$ cat config.mk
export PLATFORM = sky130hd
export DESIGN_NAME = mvcc_snapshot_visibility_check
export DESIGN_NICKNAME = d
export VERILOG_FILES = /design/src/hw/rtl/mvcc_pkg.sv /design/src/hw/rtl/mvcc_front.sv /design/src/hw/rtl/mvcc_queue.sv /design/src/hw/rtl/mvcc_back.sv /design/src/hw/rtl/mvcc_snapshot_visibility_check.sv
export SDC_FILE = /design/constraint.sdc
export NUM_CORES = 2
export LEC_CHECK = 0
export BUFFER_PORTS_ARGS = -buffer_cell sky130_fd_sc_hd__buf_2
export CORE_MARGIN = 2
export CORE_UTILIZATION = 57
export CTS_BUF_LIST = sky130_fd_sc_hd__clkbuf_8
export DETAILED_ROUTE_END_ITERATION = 6
export PLACE_DENSITY_LB_ADDON = 0.08
export SLEW_MARGIN = 20
export SYNTH_ARGS = -nofsm -noshare
export SYNTH_HDL_FRONTEND = slang
export SYNTH_HIERARCHICAL = 1
export SYNTH_SLANG_ARGS = --single-unit
$ cat constraint.sdc
create_clock -name clk -period 7.17 [get_ports clk]
set_clock_uncertainty 0.1 [all_clocks]
set_input_delay 1.434 -clock clk [delete_from_list [all_inputs] [get_ports clk]]
set_output_delay 1.434 -clock clk [all_outputs]
set_load 0.01 [all_outputs]
$ cat src/hw/rtl/mvcc_pkg.sv
// Shared types and constants for the snapshot visibility checker.
// Used by every module of the block and by its port checker.
package mvcc_pkg;

  localparam int ActiveEntriesDef = 16;
  localparam int QueueDepth       = 2;
  localparam int StampW           = 64;
  localparam int IdW              = 64;
  localparam int CfgIdxW          = 1;
  localparam int InDataW          = 4 * 64;
  localparam int InUserW          = 8;
  localparam int OutDataW         = 8;

  typedef enum logic [1:0] {
    REQ_CLEAR   = 2'd0,
    REQ_ADD     = 2'd1,
    REQ_VERSION = 2'd2,
    REQ_TXN     = 2'd3
  } req_t;

  typedef enum logic [CfgIdxW-1:0] {
    CFG_SNAP_STAMP = 1'b0,
    CFG_ISO_MODE   = 1'b1
  } cfg_idx_t;

  // Classified request passed from the front to the back.
  typedef struct packed {
    req_t           kind;
    logic [IdW-1:0] id;
    logic           strict;    // active set hides ids
    logic           base_vis;  // visibility before the active-set lookup
  } item_t;

endpackage

$ cat src/hw/rtl/mvcc_front.sv
// Front stage: accepts request items and classifies them against the snapshot.
// Depends on mvcc_pkg; feeds mvcc_queue.
module mvcc_front (
  input  logic                      clk,
  input  logic                      rst,
  input  logic                      in_valid,
  output logic                      in_ready,
  input  logic [1:0]                req_type,
  input  logic [mvcc_pkg::IdW-1:0]    txn_ident,
  input  logic [mvcc_pkg::StampW-1:0] create_stamp,
  input  logic [mvcc_pkg::IdW-1:0]    remove_txn,
  input  logic [mvcc_pkg::StampW-1:0] remove_stamp,
  input  logic [mvcc_pkg::StampW-1:0] snap_stamp,
  input  logic                      iso_mode,
  input  logic                      q_full,
  output logic                      push_valid,
  output mvcc_pkg::item_t           push_item
);

  logic            fv;
  mvcc_pkg::item_t f_item;
  mvcc_pkg::item_t item_next;
  logic            cs_ok;
  logic            removed;

  assign in_ready   = !fv || !q_full;
  assign push_valid = fv;
  assign push_item  = f_item;

  always_comb begin
    cs_ok   = create_stamp <= snap_stamp;
    removed = (remove_stamp != '0) && (remove_stamp <= snap_stamp) &&
              (!iso_mode || (remove_txn != '0));
    item_next.kind   = mvcc_pkg::req_t'(req_type);
    item_next.id     = txn_ident;
    item_next.strict = iso_mode;
    case (mvcc_pkg::req_t'(req_type))
      mvcc_pkg::REQ_VERSION: item_next.base_vis = cs_ok && !removed;
      mvcc_pkg::REQ_TXN:     item_next.base_vis = cs_ok && (create_stamp != '0);
      default:               item_next.base_vis = 1'b0;
    endcase
  end

  always_ff @(posedge clk) begin
    if (rst) begin
      fv <= 1'b0;
    end else if (in_ready) begin
      fv <= in_valid;
    end
  end

  always_ff @(posedge clk) begin
    if (in_ready && in_valid) begin
      f_item <= item_next;
    end
  end

endmodule

$ cat src/hw/rtl/mvcc_queue.sv
// Short queue of classified items between front and back.
// Depends on mvcc_pkg for the item type and depth.
module mvcc_queue (
  input  logic            clk,
  input  logic            rst,
  input  logic            push,
  input  mvcc_pkg::item_t push_item,
  output logic            full,
  output logic            head_valid,
  output mvcc_pkg::item_t head_item,
  input  logic            pop
);

  localparam int PtrW = (mvcc_pkg::QueueDepth > 1) ? $clog2(mvcc_pkg::QueueDepth) : 1;
  localparam int CntW = $clog2(mvcc_pkg::QueueDepth + 1);

  mvcc_pkg::item_t slots [mvcc_pkg::QueueDepth];
  logic [PtrW-1:0] wp;
  logic [PtrW-1:0] rp;
  logic [CntW-1:0] count;
  logic            do_push;
  logic            do_pop;

  assign full       = count == CntW'(mvcc_pkg::QueueDepth);
  assign head_valid = count != '0;
  assign head_item  = slots[rp];
  assign do_push    = push && !full;
  assign do_pop     = pop && head_valid;

  always_ff @(posedge clk) begin
    if (rst) begin
      wp    <= '0;
      rp    <= '0;
      count <= '0;
    end else begin
      if (do_push) begin
        wp <= (wp == PtrW'(mvcc_pkg::QueueDepth - 1)) ? '0 : wp + PtrW'(1);
      end
      if (do_pop) begin
        rp <= (rp == PtrW'(mvcc_pkg::QueueDepth - 1)) ? '0 : rp + PtrW'(1);
      end
      if (do_push && !do_pop) begin
        count <= count + CntW'(1);
      end else if (do_pop && !do_push) begin
        count <= count - CntW'(1);
      end
    end
  end

  always_ff @(posedge clk) begin
    if (do_push) begin
      slots[wp] <= push_item;
    end
  end

endmodule

$ cat src/hw/rtl/mvcc_back.sv
// Back stage: active-set table, lookup and update, and the result register.
// Depends on mvcc_pkg; drains mvcc_queue.
module mvcc_back #(
  parameter int ACTIVE_ENTRIES = mvcc_pkg::ActiveEntriesDef
) (
  input  logic            clk,
  input  logic            rst,
  input  logic            head_valid,
  input  mvcc_pkg::item_t head_item,
  output logic            pop,
  output logic            out_valid,
  input  logic            out_ready,
  output logic            visible,
  output logic            status
);

  localparam int IdxW = (ACTIVE_ENTRIES > 1) ? $clog2(ACTIVE_ENTRIES) : 1;

  logic [mvcc_pkg::IdW-1:0] ids [ACTIVE_ENTRIES];
  logic [ACTIVE_ENTRIES-1:0] valid;
  logic                      hit;
  logic                      any_free;
  logic [IdxW-1:0]           free_idx;
  logic                      vis_next;
  logic                      stat_next;
  logic                      do_store;

  assign pop = head_valid && (!out_valid || out_ready);

  // Parallel compare over the table; lowest free slot wins.
  always_comb begin
    hit      = 1'b0;
    any_free = 1'b0;
    free_idx = '0;
    for (int i = 0; i < ACTIVE_ENTRIES; i++) begin
      if (valid[i] && (ids[i] == head_item.id)) begin
        hit = 1'b1;
      end
    end
    for (int i = ACTIVE_ENTRIES - 1; i >= 0; i--) begin
      if (!valid[i]) begin
        any_free = 1'b1;
        free_idx = IdxW'(i);
      end
    end
  end

  always_comb begin
    vis_next  = 1'b0;
    stat_next = 1'b0;
    do_store  = 1'b0;
    case (head_item.kind)
      mvcc_pkg::REQ_ADD: begin
        do_store  = !hit && any_free;
        stat_next = !hit && !any_free;
      end
      mvcc_pkg::REQ_VERSION,
      mvcc_pkg::REQ_TXN: vis_next = head_item.base_vis && !(head_item.strict && hit);
      default: ;
    endcase
  end

  always_ff @(posedge clk) begin
    if (rst) begin
      valid     <= '0;
      out_valid <= 1'b0;
    end else begin
      if (pop) begin
        out_valid <= 1'b1;
        if (head_item.kind == mvcc_pkg::REQ_CLEAR) begin
          valid <= '0;
        end else if (do_store) begin
          valid[free_idx] <= 1'b1;
        end
      end else if (out_ready) begin
        out_valid <= 1'b0;
      end
    end
  end

  always_ff @(posedge clk) begin
    if (pop && do_store) begin
      ids[free_idx] <= head_item.id;
    end
    if (pop) begin
      visible <= vis_next;
      status  <= stat_next;
    end
  end

endmodule

$ cat src/hw/rtl/mvcc_snapshot_visibility_check.sv
// Top level of the MVCC snapshot visibility checker.
// Depends on mvcc_pkg, mvcc_front, mvcc_queue and mvcc_back.
//
//   channel  dir  handshake            payload
//   s_*      in   s_tvalid/s_tready    tdata: txn_ident, create_stamp, remove_txn,
//                                      remove_stamp; tuser: req_type
//   m_*      out  m_tvalid/m_tready    tdata: visible, status, zero pad
//   cfg_*    in   cfg_valid/cfg_ready  cfg_index, cfg_data (always ready)
//
// Flow: one item per clock sustained while m_tready holds high; a result passes
// the front register, a queue slot and the result register in turn. The table
// lookup and update in the back stage set that rate: one request per clock there.
// Reset: control state and the active-set valid bits clear at once; snap_stamp
// goes to 0 and iso_mode to 1. There is no clearing pass.
// Stalls: the two-entry queue lets the front keep taking items while the
// result register waits on m_tready.
module mvcc_snapshot_visibility_check #(
  parameter int ACTIVE_ENTRIES = mvcc_pkg::ActiveEntriesDef
) (
  input  logic                          clk,
  input  logic                          rst,
  // request items
  input  logic                          s_tvalid,
  output logic                          s_tready,
  // [63:0] txn_ident, [127:64] create_stamp, [191:128] remove_txn,
  // [255:192] remove_stamp
  input  logic [mvcc_pkg::InDataW-1:0]  s_tdata,
  // [1:0] req_type, [7:2] zero
  input  logic [mvcc_pkg::InUserW-1:0]  s_tuser,
  // result items
  output logic                          m_tvalid,
  input  logic                          m_tready,
  // [0] visible, [1] status, [7:2] zero
  output logic [mvcc_pkg::OutDataW-1:0] m_tdata,
  // configuration writes
  input  logic                          cfg_valid,
  output logic                          cfg_ready,
  input  logic [mvcc_pkg::CfgIdxW-1:0]  cfg_index,
  input  logic [63:0]                   cfg_data
);

  logic [mvcc_pkg::StampW-1:0] snap_stamp;
  logic                        iso_mode;
  logic                        q_full;
  logic                        push_valid;
  mvcc_pkg::item_t             push_item;
  logic                        head_valid;
  mvcc_pkg::item_t             head_item;
  logic                        pop;
  logic                        visible;
  logic                        status;

  // Configuration registers; writes are to land only while the block is idle (not enforced here).
  assign cfg_ready = 1'b1;

  always_ff @(posedge clk) begin
    if (rst) begin
      snap_stamp <= '0;
      iso_mode   <= 1'b1;
    end else if (cfg_valid && cfg_ready) begin
      case (mvcc_pkg::cfg_idx_t'(cfg_index))
        mvcc_pkg::CFG_SNAP_STAMP: snap_stamp <= cfg_data;
        mvcc_pkg::CFG_ISO_MODE:   iso_mode   <= cfg_data[0];
        default: ;
      endcase
    end
  end

  // Front: classify stamps against the snapshot.
  mvcc_front u_front (
    .clk          (clk),
    .rst          (rst),
    .in_valid     (s_tvalid),
    .in_ready     (s_tready),
    .req_type     (s_tuser[1:0]),
    .txn_ident    (s_tdata[63:0]),
    .create_stamp (s_tdata[127:64]),
    .remove_txn   (s_tdata[191:128]),
    .remove_stamp (s_tdata[255:192]),
    .snap_stamp   (snap_stamp),
    .iso_mode     (iso_mode),
    .q_full       (q_full),
    .push_valid   (push_valid),
    .push_item    (push_item)
  );

  // Decouple front and back.
  mvcc_queue u_queue (
    .clk        (clk),
    .rst        (rst),
    .push       (push_valid),
    .push_item  (push_item),
    .full       (q_full),
    .head_valid (head_valid),
    .head_item  (head_item),
    .pop        (pop)
  );

  // Back: active-set lookup and update, hold the result until taken.
  mvcc_back #(
    .ACTIVE_ENTRIES (ACTIVE_ENTRIES)
  ) u_back (
    .clk        (clk),
    .rst        (rst),
    .head_valid (head_valid),
    .head_item  (head_item),
    .pop        (pop),
    .out_valid  (m_tvalid),
    .out_ready  (m_tready),
    .visible    (visible),
    .status     (status)
  );

  assign m_tdata = {(mvcc_pkg::OutDataW - 2)'(0), status, visible};

endmodule

==> After elaboration in Yosys (flattened, before gate mapping) <==
Memory sizes are Yosys's and may differ from the RTL's. A register that Yosys moved wholly into a read port is not among the register bits.
Index checks and enable logic that the tools add are counted.
{ "classes": {"add_sub_neg": 4, "multipliers": 0, "div_mod_pow": 0, "magnitude_cmp": 4, "eq_ne": 22, "shift": 0, "n_mux": 66, "bitwise": 2, "reduce_logical": 57} }
{ "op_table": {"columns": ["op", "count"], "rows": [
  ["64-bit == test", 16],
  ["64-bit nonzero test", 3],
  ["64-bit less-or-equal comparator", 2],
  ["4-bit 2-to-1 mux", 16],
  ["1-bit 2-to-1 mux", 44],
  ["1-bit logical AND", 32],
  ["16-bit 2-to-1 mux", 2],
  ["16-bit OR", 1],
  ["2-bit == test (second input constant)", 5],
  ["1-bit logical NOT", 10],
  ["2-bit nonzero test", 4],
  ["2-bit AND reduction", 3],
  ["4-bit by 5-bit < comparator with 1-bit output (second input constant)", 1],
  ["1-bit demux with 4-bit select", 1],
  ["4-bit by 1-bit >= comparator with 1-bit output (second input constant)", 1],
  ["2-bit 2-to-1 mux", 2],
  ["1-bit logical OR", 3],
  ["1-bit adder (second input constant)", 2],
  ["2-bit by 1-bit adder with 2-bit output (second input constant)", 1],
  ["2-bit by 1-bit == test with 1-bit output (second input constant)", 1],
  ["2-bit logical NOT", 1],
  ["1-bit case mux with 2 select lines", 1],
  ["2-bit OR reduction", 1],
  ["2-bit by 1-bit subtractor with 2-bit output (second input constant)", 1],
  ["1-bit inverter", 1]
]} }
{ "word_totals": {"regBits": 157, "latchBits": 0, "ram_bits": 1160, "romBits": 0, "in_bits": 334, "out_inout_bits": 11, "wordCells": 171, "mem_count": 2} }
{ "mem_list": {"columns": ["memory", "words", "width", "rd", "rd_ports_with_merged_regs", "write_ports", "line_no", "source"], "rows": [
  ["u_back.ids", 16, 64, 16, 0, 1, "mvcc_back.sv:19", "logic [mvcc_pkg::IdW-1:0] ids [ACTIVE_ENTRIES];"],
  ["u_queue.slots", 2, 68, 1, 1, 1, "mvcc_queue.sv:17", "mvcc_pkg::item_t slots [mvcc_pkg::QueueDepth];"]
]} }

==> Logic depth before layout (Yosys ltp) <==
An unclocked memory read counts as a cell.
{ "logic_depth": {"depth_word": 25, "depth_mapped": 15} }

==> Modules after synthesis <==
The synthesis kept the hierarchy.
{ "by_module_without_submodules": {"columns": ["module", "instances", "cells_each", "area_each_um2"], "rows": [
  ["mvcc_back", 1, 3456, 48004.8],
  ["mvcc_front", 1, 525, 5490.3],
  ["mvcc_queue", 1, 237, 5203.7],
  ["mvcc_snapshot_visibility_check", 1, 306, 3338.2]
]} }

==> Worst setup path after synthesis <==
OpenSTA, ideal clock, no wires.
{ "synth_path": {"kind": "register to register", "from": "reg (tool-made name)", "to": "mem u_back/ids[1][0] (netlist name) (enable)", "setup_time_ns": 0.565, "t_arrival_ns": 7.053, "slack_ns": -0.548, "path_stages_with_launch": 14, "period_less_slack_ns": 7.718, "cell_sequence": "dfxtp_1 clkbuf_2 buf_2 mux2_2 buf_4 buf_4 nand2b_1 o2111ai_1 nor2_1 and3_1 a311oi_1 nand4_4 buf_8 nor3_1"} }
{ "synth_lines": {"columns": ["element", "line_no"], "rows": [
  ["end, declared", "mvcc_back.sv:19"]
]} }

==> metrics.txt <==
Post-synth ARST share 0; Leakage roughly 22 nW; Ports 345; max_cap viols 0; largest net degree at the start of global routing between 100 and 150; hold_sp u_front/push_item[35]$_DFFE_PP_; Die Wd roughly 330 microns; root buffer cell clkbuf_8; hold path depth 0; design area just under 70000 sq um; met3 routed WL 16280 microns; Avg Synthesized Cell Area 13.71 sq um; DP HPWL 127600 microns; hold-fix buffers at CTS 0; die height 333.9 microns; WL met1 approximately 76000 microns; vias ~40k; register area share after synthesis 0.6238; Total Neg Setup Slack 0 ns; Core Util, Final 0.6379; CP Capture Type flop; Yosys warning total 6; H-tree depth 4; Filler cells 8309; Clock Sinks 1318; Core Area 108400 sq um; Starting Density 0.5723; Remaining DRCs 0; via density per instance 6.220; Hold WC Path Type reg2reg; Final setup violation count 0; antenna violations before repair 14; RSZ-0062 raised after global routing no; Congestion Overflow GR 0; met2 wire length 88850 microns; critical-path maximum fanout 64; R2R setup slack approximately 1.4 ns; Nets around 5.5k; Cell Pwr Density approximately 310 nW/um^2; CTS Buffer Depth 3; DR WL/cell between 20 and 30 microns; area delta synth->final 11.46%; minimum clock period roughly 5.8 ns; Max Used Layer met5; Detail Route Antenna Nets 0; Routed WL ~190000 microns; Worst Setup Path Type reg2reg; unique cell type count in the Yosys netlist slightly above 80; fraction of layout cells with a size suffix above 1 0.1733; DIE AREA approximately 110000 sq um; predominant post-synthesis flop cell edfxtp_1; Post-DP Area between 60000 and 70000 sq um; outcome finished clean; Post-synth EDFFs 1230; Clk pin slew, worst setup/hold paths ~0.060 ns; global-route wire length before repair between 200000 and 300000 microns; Worst Hold End u_queue/slots[1][35]$_DFFE_PP_; Worst R2R End u_back/ids[1][58]$_DFFE_PP_; CP required 7.57 ns; post-CTS setup buffers 0; Port Buffer Count between 300 and 400; Mapped Area 62040 sq um; Max Freq around 170 MHz; FP Rows between 100 and 150; crit path DAT 6.20 ns; DRT iter0 DRCs roughly 4.8k; number of global-route vias before repair 39.93k; CTS resizes 0; nature of the critical path startpoint flop; Tcrit/Tclk final 0.8086; Reg2Reg Depth 11; Slew Limit Fails 0; Inserted Clock Buffers 210; peak supply drop roughly 0.24 mV; Final Hold Vio Count 0; worst slew pin tran between 1 and 1.5 ns; worst-skew pair later-pin latency roughly 0.9 ns; Tot GR Track Use 0.3384; CTS tree built; Gate Count Post-Synth 4524; Slew headroom 0.2761; flops & latches, synth roughly 1.3k; Final GP Congestion 0.9552; First-pass DRT Iterations 5
registers in the layout, indices dropped and copies added, names as in the netlist, 2 cells and up, named ones only:
register / count
u_queue/slots: 136
snap_stamp: 64
u_queue/count: 2
u_front/push_item: 68
u_back/ids: 1024
u_back/valid: 16
report_power, final:
| group | total [mW] | switching, mW | internal [mW] |
|---|---|---|---|
| logic | 6.23 | 4.36 | 1.87 |
| registers | 9.26 | 0.126 | 9.13 |
| clock network | 5.96 | 3.06 | 2.90 |
| total | 21.5 | 7.55 | 13.9 |
synthesized netlist by cell type (all sizes together), types with 11 or more instances:
cell,n,area [sq um]
nand4,441,2780
clkbuf,11,42.54
nor4,182,1145
nand4bb,64,720.7
inv,137,514.3
edfxtp,1230,36940
nand2,134,503.0
o2111ai,33,289.0
xor2,71,621.9
nand3,124,625.6
dfxtp,88,1762
xnor2,753,6595
o22ai,22,137.6
nor3,77,401.6
a21o,26,195.2
mux2,68,840.8
o21ai,98,719.4
ha,129,1614
nand2b,406,2540
a21oi,48,247.7
o31ai,16,130.1
nor2,47,176.4
nor2b,14,92.59
buf,175,1349
worst max-delay path, cell delays in order (launching register included):
cell      delay [ns]
dfxtp_4         0.79
mux2_2          0.83
buf_4           0.52
xor2_1          0.24
or4b_1          0.14
nor4_1          0.06
nand3_1         0.11
o22ai_1         0.19
a311oi_1        0.69
nand4_4         0.51
nor3_2          0.32
buf_4           0.70
cell type report:
cell class              instances  area (sq um)  share of cell area
inverters                     137         514.2            0.007437
multi-input cells            2888         21560              0.3118
clock buffers                 216          2973             0.04300
diodes                          5         12.51           0.0001810
repair buffers                455          2740             0.03963
well taps                    1414          1769             0.02559
clock inverters               173         877.1             0.01269
flip-flops and latches       1318         38700              0.5597
cell usage in the layout (no fill, tap or decap), types with 87 or more instances in the layout:
cell type  netlist  final
buf_4          104    113
inv_1          135    204
nand2b_1       406    406
clkbuf_8         0    216
buf_2           46    330
nand4_1        439    439
nor4_1         181    180
edfxtp_1      1230   1230
ha_1           129    129
dfxtp_1         88     87
nand3_1        123    123
nand2_1        134    134
xnor2_1        753    753
cell families (layout without fill, tap and decap cells):
group / after synthesis / count (layout) / share of synthesized area
fa+ha+maj: 129 / 129 / 0.02602
flops: 1318 / 1318 / 0.6238
simple gates: 1548 / 1548 / 0.1525
buf+inv: 323 / 981 / 0.03072
compound gates: 312 / 312 / 0.03695
mux: 68 / 68 / 0.01355
xor+xnor: 824 / 824 / 0.1163
other cells: 2 / 12 / 0.0001211
how the worst max path moves through the flow:
| stage | depth (start not counted) | start | slack, ns | end |
|---|---|---|---|---|
| 2_1_floorplan | 13 | flop | -0.55 | u_back/ids[1][0]$_DFFE_PP_ |
| 3_3_place_gp | 11 | flop | 1.54 | u_back/ids[7][30]$_DFFE_PP_ |
| 3_5_place_dp | 12 | flop | 1.41 | u_back/ids[5][25]$_DFFE_PP_ |
| 4_1_cts | 12 | flop | 1.39 | u_back/ids[5][34]$_DFFE_PP_ |
| 5_1_grt | 11 | flop | 1.16 | u_back/ids[1][58]$_DFFE_PP_ |
| 6_report | 11 | flop | 1.37 | u_back/ids[1][58]$_DFFE_PP_ |
per-stage QoR:
stage | cells | setup WS [ns] | total power, mW | hold slack, ns
5_1_grt | 6603 | 1.158 | 22.15 | 0.3486
2_1_floorplan | 4529 | -0.5477 | 13.10 | 0.3159
3_3_place_gp | 6212 | 1.536 | 15.50 | 0.3219
4_1_cts | 6601 | 1.391 | 21.46 | 0.3373
3_5_place_dp | 6212 | 1.415 | 15.55 | 0.3298
6_report | 6606 | 1.372 | 21.46 | 0.3384
metal layers:
layer | GRT usage | up-vias
li1 | - | 18120
met1 | 0.4573 | 20290
met2 | 0.5420 | 2225
met3 | 0.05717 | 441
met4 | 0.1489 | 18
met5 | 0 | -
(Power assumes the default switching activity.)
